### src/hw/rtl/tcf_pkg.sv
// ----------------------------------------------------------------------------
// tcf_pkg
// shared types, constants and the arctangent table of the tilt filter
// ----------------------------------------------------------------------------
package tcf_pkg;

  localparam int ANGLE_FRAC_BITS_DEF = 16;
  localparam int CORDIC_STEPS_DEF    = 16;
  localparam int TABLE_FRAC          = 24;
  localparam int TABLE_LEN           = 24;
  localparam int ANGLE_W             = 25;
  localparam int PCT_W               = 10;
  localparam int RAW_W               = 16;
  localparam int IN_DATA_W           = 80;
  localparam int OUT_DATA_W          = 72;
  localparam int SQ_W                = 33;
  localparam int CW                  = 52;
  localparam int ZW                  = 32;

  typedef enum logic [3:0] {
    ST_IDLE,
    ST_SQ_A,
    ST_SQ_B,
    ST_ROOT,
    ST_ITER,
    ST_ROUND,
    ST_GYRO,
    ST_FILT,
    ST_DIV,
    ST_DFIX,
    ST_PCT,
    ST_OUT
  } state_t;

  typedef enum logic [1:0] {
    DOP_GYRO,
    DOP_FILT,
    DOP_PCT
  } div_op_t;

  function automatic logic signed [ZW-1:0] atan_q24(input logic [4:0] i);
    logic signed [ZW-1:0] v;
    case (i)
      5'd0:  v = 32'sd754974720;
      5'd1:  v = 32'sd445687602;
      5'd2:  v = 32'sd235489088;
      5'd3:  v = 32'sd119537938;
      5'd4:  v = 32'sd60000934;
      5'd5:  v = 32'sd30029717;
      5'd6:  v = 32'sd15018523;
      5'd7:  v = 32'sd7509720;
      5'd8:  v = 32'sd3754917;
      5'd9:  v = 32'sd1877466;
      5'd10: v = 32'sd938734;
      5'd11: v = 32'sd469367;
      5'd12: v = 32'sd234684;
      5'd13: v = 32'sd117342;
      5'd14: v = 32'sd58671;
      5'd15: v = 32'sd29335;
      5'd16: v = 32'sd14668;
      5'd17: v = 32'sd7334;
      5'd18: v = 32'sd3667;
      5'd19: v = 32'sd1833;
      5'd20: v = 32'sd917;
      5'd21: v = 32'sd458;
      5'd22: v = 32'sd229;
      5'd23: v = 32'sd115;
      default: v = '0;
    endcase
    return v;
  endfunction

endpackage

### src/hw/rtl/tcf_isqrt.sv
// ----------------------------------------------------------------------------
// tcf_isqrt
// bit-serial integer square root, one result bit per cycle
// ----------------------------------------------------------------------------
module tcf_isqrt (
  input  logic                      clk,
  input  logic                      rst_n,
  input  logic                      start,
  input  logic [tcf_pkg::SQ_W-1:0]  radicand,
  output logic                      done,
  output logic [tcf_pkg::SQ_W-1:0]  root
);
  import tcf_pkg::*;

  // root of (radicand << 32): 66-bit operand, 33-bit root
  localparam int OPW = 2 * SQ_W;

  logic [OPW-1:0]  rem_r, rem_nxt;
  logic [OPW-1:0]  src_r, src_nxt;
  logic [SQ_W-1:0] res_r, res_nxt;
  logic [5:0]      cnt_r, cnt_nxt;
  logic            busy_r, busy_nxt;
  logic [OPW-1:0]  trial;
  logic [OPW-1:0]  rem_sh;

  always_comb begin
    rem_sh   = {rem_r[OPW-3:0], src_r[OPW-1:OPW-2]};
    trial    = {{(OPW-SQ_W-2){1'b0}}, res_r, 2'b01};
    rem_nxt  = rem_r;
    src_nxt  = src_r;
    res_nxt  = res_r;
    cnt_nxt  = cnt_r;
    busy_nxt = busy_r;
    if (start) begin
      rem_nxt  = '0;
      src_nxt  = {1'b0, radicand, 32'd0};
      res_nxt  = '0;
      cnt_nxt  = 6'(SQ_W);
      busy_nxt = 1'b1;
    end else if (busy_r) begin
      src_nxt = {src_r[OPW-3:0], 2'b00};
      if (rem_sh >= trial) begin
        rem_nxt = rem_sh - trial;
        res_nxt = {res_r[SQ_W-2:0], 1'b1};
      end else begin
        rem_nxt = rem_sh;
        res_nxt = {res_r[SQ_W-2:0], 1'b0};
      end
      cnt_nxt = cnt_r - 6'd1;
      if (cnt_r == 6'd1) busy_nxt = 1'b0;
    end
  end

  always_ff @(posedge clk) begin
    if (!rst_n) begin
      busy_r <= 1'b0;
      cnt_r  <= '0;
    end else begin
      busy_r <= busy_nxt;
      cnt_r  <= cnt_nxt;
    end
    rem_r <= rem_nxt;
    src_r <= src_nxt;
    res_r <= res_nxt;
  end

  assign done = busy_r && (cnt_r == 6'd1);
  assign root = res_nxt;

endmodule

### config.mk
export PLATFORM = sky130hd
export DESIGN_NAME = tcf_isqrt
export DESIGN_NICKNAME = d
export VERILOG_FILES = /design/src/hw/rtl/tcf_pkg.sv /design/src/hw/rtl/tcf_isqrt.sv
export SDC_FILE = /design/constraint.sdc
export NUM_CORES = 1
export LEC_CHECK = 0
export ABC_AREA = 1
export BUFFER_PORTS_ARGS = -buffer_cell sky130_fd_sc_hd__clkbuf_2
export CORE_MARGIN = 3
export CORE_UTILIZATION = 41
export CTS_CLUSTER_DIAMETER = 30
export DETAILED_ROUTE_END_ITERATION = 16
export GPL_TIMING_DRIVEN = 0
export PLACE_DENSITY = 0.65
export SYNTH_ARGS = -nofsm -noshare
export SYNTH_HDL_FRONTEND = slang
export SYNTH_SLANG_ARGS = --single-unit
### constraint.sdc
create_clock -name clk -period 4.4 [get_ports clk]
set_input_delay 0.88 -clock clk [delete_from_list [all_inputs] [get_ports clk]]
set_output_delay 0.88 -clock clk [all_outputs]
set_load 0.005 [all_outputs]
==> results of run 1 <==
[path summary, 6_finish.rpt]
path | slack [ns] | cells past startpoint | to
min | 0.46 | 2 | rem_r[63]$_SDFFE_PP0P_
min reg2reg | 0.46 | 2 | rem_r[63]$_SDFFE_PP0P_
max reg2reg | 1.70 | 15 | rem_r[31]$_SDFFE_PP0P_
max | 0.42 | 7 | root[23]
[cell usage in the layout, fill, tap and decap left out, types with 3 or more instances in the layout]
cell type | Yosys | layout
a21oi_1 | 27 | 27
buf_2 | 6 | 6
buf_6 | 5 | 5
clkbuf_1 | 26 | 25
clkbuf_16 | 0 | 17
clkbuf_2 | 0 | 69
clkinv_8 | 0 | 5
dfxtp_1 | 105 | 105
edfxtp_1 | 33 | 33
ha_1 | 37 | 37
inv_1 | 242 | 242
inv_2 | 10 | 10
inv_6 | 0 | 3
inv_8 | 0 | 5
nand2_1 | 721 | 721
nand2_2 | 5 | 5
nand3_1 | 101 | 101
nand3b_1 | 47 | 47
nand4_1 | 8 | 8
nor2_1 | 131 | 130
nor2_2 | 5 | 5
nor2_4 | 4 | 5
nor3_1 | 11 | 11
o21ai_0 | 13 | 13
o21bai_1 | 4 | 4
o22ai_1 | 32 | 32
xnor2_1 | 26 | 26
xor2_1 | 3 | 3
[repair_timing]
item                       4_1_cts  5_1_grt
setup endpoints to repair       33       18
gates resized for setup          1        1
setup buffers                    0        0
[metal layers]
metal  wire length [um]  share of wire (%)
met5                  0                  0
met4                681                2.3
met3               1899                6.4
met2              12910                 43
met1              14280                 48
[through the flow]
step / setup WS (ns) / cells / util [%] / hold WS [ns] / setup TNS, ns
floorplan: 0.6925 / 1620 / - / 0.4215 / 0
global placement: -1.296 / 2001 / 45.58 / 0.4435 / -30.03
detailed placement: -0.4212 / 2002 / 45.68 / 0.4445 / -9.868
CTS: 0.1161 / 2034 / 48.35 / 0.4587 / 0
global route: 0.2638 / 2034 / 48.37 / 0.4796 / 0
finish: 0.4221 / 2034 / 48.37 / 0.4614 / 0
[worst reg2reg max path, stage by stage, from the launching register on]
cell and delay (ns):
dfxtp_1 0.31, inv_1 0.08, ha_1 0.34, nand2_1 0.14, inv_1 0.05, nand2_1 0.06, nand2_1 0.08, inv_1 0.08
nand3_2 0.12, nand2_1 0.10, nand2_2 0.11, nand3_2 0.17, clkbuf_1 0.57, nand3b_1 0.15, nand3_1 0.15, nand2_1 0.07
[final cells by class]
| cell class | count | area [um2] |
|---|---|---|
| Clock inverter | 15 | 188.9 |
| Fill cell | 2476 | 11900 |
| Multi-Input combinational cell | 1188 | 5532 |
| Buffer | 40 | 207.7 |
| Clock buffer | 17 | 425.4 |
| Timing Repair Buffer | 69 | 360.3 |
| Sequential cell | 138 | 3093 |
| Inverter | 254 | 953.4 |
| Tap cell | 313 | 391.6 |
[cell families after synthesis]
group	count (synthesis)	synth area share, %
AND/OR/NAND/NOR	1040	44.28
adder cells (fa/ha/maj)	37	4.735
flip-flops	138	31.64
AO/OA/AOI/OAI	82	4.889
XOR/XNOR	29	2.598
buffers and inverters	294	11.86
[state kept, by name, indices dropped and copies added (netlist names)]
| register | cells |
|---|---|
| busy_r | 1 |
| rem_r | 64 |
| res_r | 33 |
| cnt_r | 6 |
| src_r | 34 |
==> metrics.cfg, run 1 <==
[outcome]
status = finished clean

[placed_design]
dpl.hpwl_um = 23600
globalplace.congestion = 0.9978
portBuffers = 68
place_area_mm2 = 0.01053

[clocking]
cts_root_buffer = clkbuf_16
insertion_delay_ns = 0.43
clkSinkCount = 138
tritoncts = yes
cts_htree_levels = 4
cts_hold_buf = 0
path_clk_slew_ns = 0.07
cts_buffer_depth = 2
numCtsBuffers = 17

[setup_path]
critical-path-max-stage-delay_ns = 0.57
cp-start-kind = primary input
required_ns = 3.52
crit_family = buffers and inverters
r2r-start = res_r[7]$_DFF_P_
worstSetupPathType = primary input to output pin
crit_start = start
path_max_fanout = 39
crit_path_frequent_cell = clkbuf_2
critPathCaptureType = output pin
cp_num_buf_inv = 5
crit_slowest_cell = clkinv_1
crit_arrival_ns = 3.10
worstPathCellList = clkbuf_1 > nor2_4 > clkinv_1 > clkbuf_2 > buf_12 > o22ai_1 > clkbuf_2

[finish]
drive_gt1_share_pct = 8.483
final_nets = 1781
stdcell_area_mm2 = 0.01115
antenna_cells = 0
area_delta_synth_final_pct = 14.06

[routing]
ant_nets = 0
firstDrtPassIters = 5
routed_wl_um = 29770
wl_per_cell_um = 14.64
post_drt_via_cell_ratio = 4.891
vias = 9948
drt-initial-drc-count = 745
drc_errors = 0

[grt]
grt_pass1_vias = 9317
antenna_found_initial = 0
grt_pass1_wl_um = 48000
track_usage_pct = 23.20
busiest_layer = met2
grt_max_degree = 40
use_met2_pct = 37.17
met1_usage_pct = 32.30
met3_usage_pct = 3.740
grt_overflow = 0

[timing]
worstMarginPinSlew_ns = 0.8073
final_hold_viol_count = 0
post-route-period-util_pct = 90.41
fmax_mhz = 251.4
rsz0062_at_grt = no
final.min_clock_period_ns = 3.978
slew_viol_final = 0
fin_skew_ns = 0.01609
setup_viol = 0
max_slew_margin_pct = 46.18

[synthesis]
yosys_register_bits = 138
syn_area_mm2 = 0.009777
synthDistinctLibCells = 36
seq_area_frac_synth_pct = 31.64
synth_area_per_cell_um2 = 6.035
ys_async_sr_fraction_pct = 0
synth_commonest_cells = nand2_1, inv_1, nor2_1
synth_top_area_cell = nand2_1
yosys-top-cells-area = nand2_1, dfxtp_1, edfxtp_1
yosysMostFrequentCell = nand2_1
synth_top_area_share_pct = 27.68
ys_warn_count = 0
synth_nets = 1693
yosys_most_used_dff = dfxtp_1
synth_edf_count = 33
postSynthCellCount = 1620

[die]
rows = 55
initial_core_util_pct = 42.41
die_w_um = 160.4
core_mm2 = 0.02305
pin_count = 70
dieArea_mm2 = 0.02573
die_y_um = 160.4

[run]
maxCapViolCount = 0

[hold_path]
holdCritPathClass = flop to flop
worstHoldStart = rem_r[63]$_SDFFE_PP0P_

Power of run 1 is not shown: default switching activity piles up to over one toggle a cycle in this logic, so the estimate is an artifact.
==> run 2: changes to the inputs <==
Settings changed: CTS_BUF_LIST set to sky130_fd_sc_hd__clkbuf_4.
==> metrics.cfg, run 2 (same netlist as run 1, synthesis figures left out) <==
[outcome]
status = finished clean

[clocking]
tritoncts = yes
insertion_delay_ns = 0.61
path_clk_slew_ns = 0.15
cts_root_buffer = clkbuf_4
numCtsBuffers = 17
cts_buffer_depth = 2
cts_setup_buffers = 0
cts_hold_buf = 0
cts_htree_levels = 4
clkSinkCount = 138

[die]
die_w_um = 160.4
core_mm2 = 0.02305
pin_count = 70
initial_core_util_pct = 42.41
rows = 55
die_y_um = 160.4
dieArea_mm2 = 0.02573

[timing]
slew_viol_final = 0
rsz0062_at_grt = no
worstMarginPinSlew_ns = 0.8001
fin_hold_ws_ns = 0.4712
post-route-period-util_pct = 91.32
fmax_mhz = 248.9
fin_ws_ns = 0.3819
final.min_clock_period_ns = 4.018
fin_skew_ns = 0.04183
max_slew_margin_pct = 46.66
final_hold_viol_count = 0
setup_viol = 0

[finish]
largest-register = rem_r
layout_commonest_cell = nand2_1
final_nets = 1781
stdcell_area_mm2 = 0.01086
top_regs = rem_r: 64 flops, src_r: 34 flops, res_r: 33 flops
final_cell_mix = nand2_1, inv_1, nor2_1, dfxtp_1, nand3_1
drive_gt1_share_pct = 8.483
area_delta_synth_final_pct = 11.04
largest_reg_flops = 64

[setup_path]
cp-start-kind = flop
crit_arrival_ns = 3.14
required_ns = 3.52
worstSetupPathType = flop to output pin
critPathCaptureType = output pin
path_max_fanout = 10

[grt]
grt_pass1_wl_um = 47530
track_usage_pct = 23.08
grt_pass1_vias = 9185
grt_overflow = 0
antenna_found_initial = 1
grt_max_degree = 40

[placed_design]
place_ws_ns = -0.4212
portBuffers = 68
place_area_mm2 = 0.01053
dpl.hpwl_um = 23600
globalplace.congestion = 0.9978

[routing]
firstDrtPassIters = 5
drc_errors = 0
post_drt_via_cell_ratio = 4.865
vias = 9901
routed_wl_um = 29550
wl_per_cell_um = 14.52
ant_nets = 0
drt-initial-drc-count = 781

[hold_path]
holdCritPathClass = flop to flop

[run]
maxCapViolCount = 0

==> run 2: layout make-up <==
type | instances | area (um2)
diodes | 1 | 2.502
plain buffers | 40 | 207.7
clock buffers | 17 | 127.6
clock inverters | 15 | 188.9
fillers | 2506 | 12200
inverters | 254 | 953.4
multi-input cells | 1188 | 5532
flip-flops and latches | 138 | 3093
well taps | 313 | 391.6
repair buffers | 69 | 360.3
==> run 2: final timing paths <==
check,from,cells past startpoint,end,slack (ns)
max,res_r[7]$_DFF_P_,14,root[0],0.38
min,rem_r[63]$_SDFFE_PP0P_,2,rem_r[63]$_SDFFE_PP0P_,0.47
max reg2reg,res_r[7]$_DFF_P_,15,rem_r[31]$_SDFFE_PP0P_,1.68
min reg2reg,rem_r[63]$_SDFFE_PP0P_,2,rem_r[63]$_SDFFE_PP0P_,0.47
==> run 2: worst max-delay path: stages, from the launching register on <==
cell      delay, ns
dfxtp_1        0.34
inv_1          0.08
ha_1           0.36
nand2_1        0.12
nor2_1         0.22
nand3_1        0.12
nand3_2        0.13
nand2_1        0.07
nand2_2        0.14
nand3_2        0.18
nand2_4        0.12
buf_8          0.19
nand2_2        0.14
o21ai_0        0.15
clkbuf_2       0.19
==> run 2: stage by stage <==
step           std cells  setup TNS, ns  util, %
2_1_floorplan       1620              0        -
3_3_place_gp        2001         -30.03    45.58
3_5_place_dp        2002         -9.868    45.68
4_1_cts             2034              0    47.06
5_1_grt             2035              0    47.09
6_report            2035              0    47.09
==> run 2: what timing repair did <==
item | 4_1_cts | 5_1_grt
endpoints found under the setup margin | 33 | 16
pin swaps | 0 | 0
gates resized for setup | 1 | 1
endpoints found under the hold margin | 0 | 0
==> run 2: per-layer routing <==
layer / share of wire [%] / track usage [%] / vias up
met3: 5.9 / 3.921 / 43
met1: 49 / 32.52 / 4408
met4: 2.3 / 5.957 / 0
met2: 43 / 36.71 / 286
li1: - / - / 5164
met5: 0 / 0 / -
Power of run 2 is left out for the same reason.
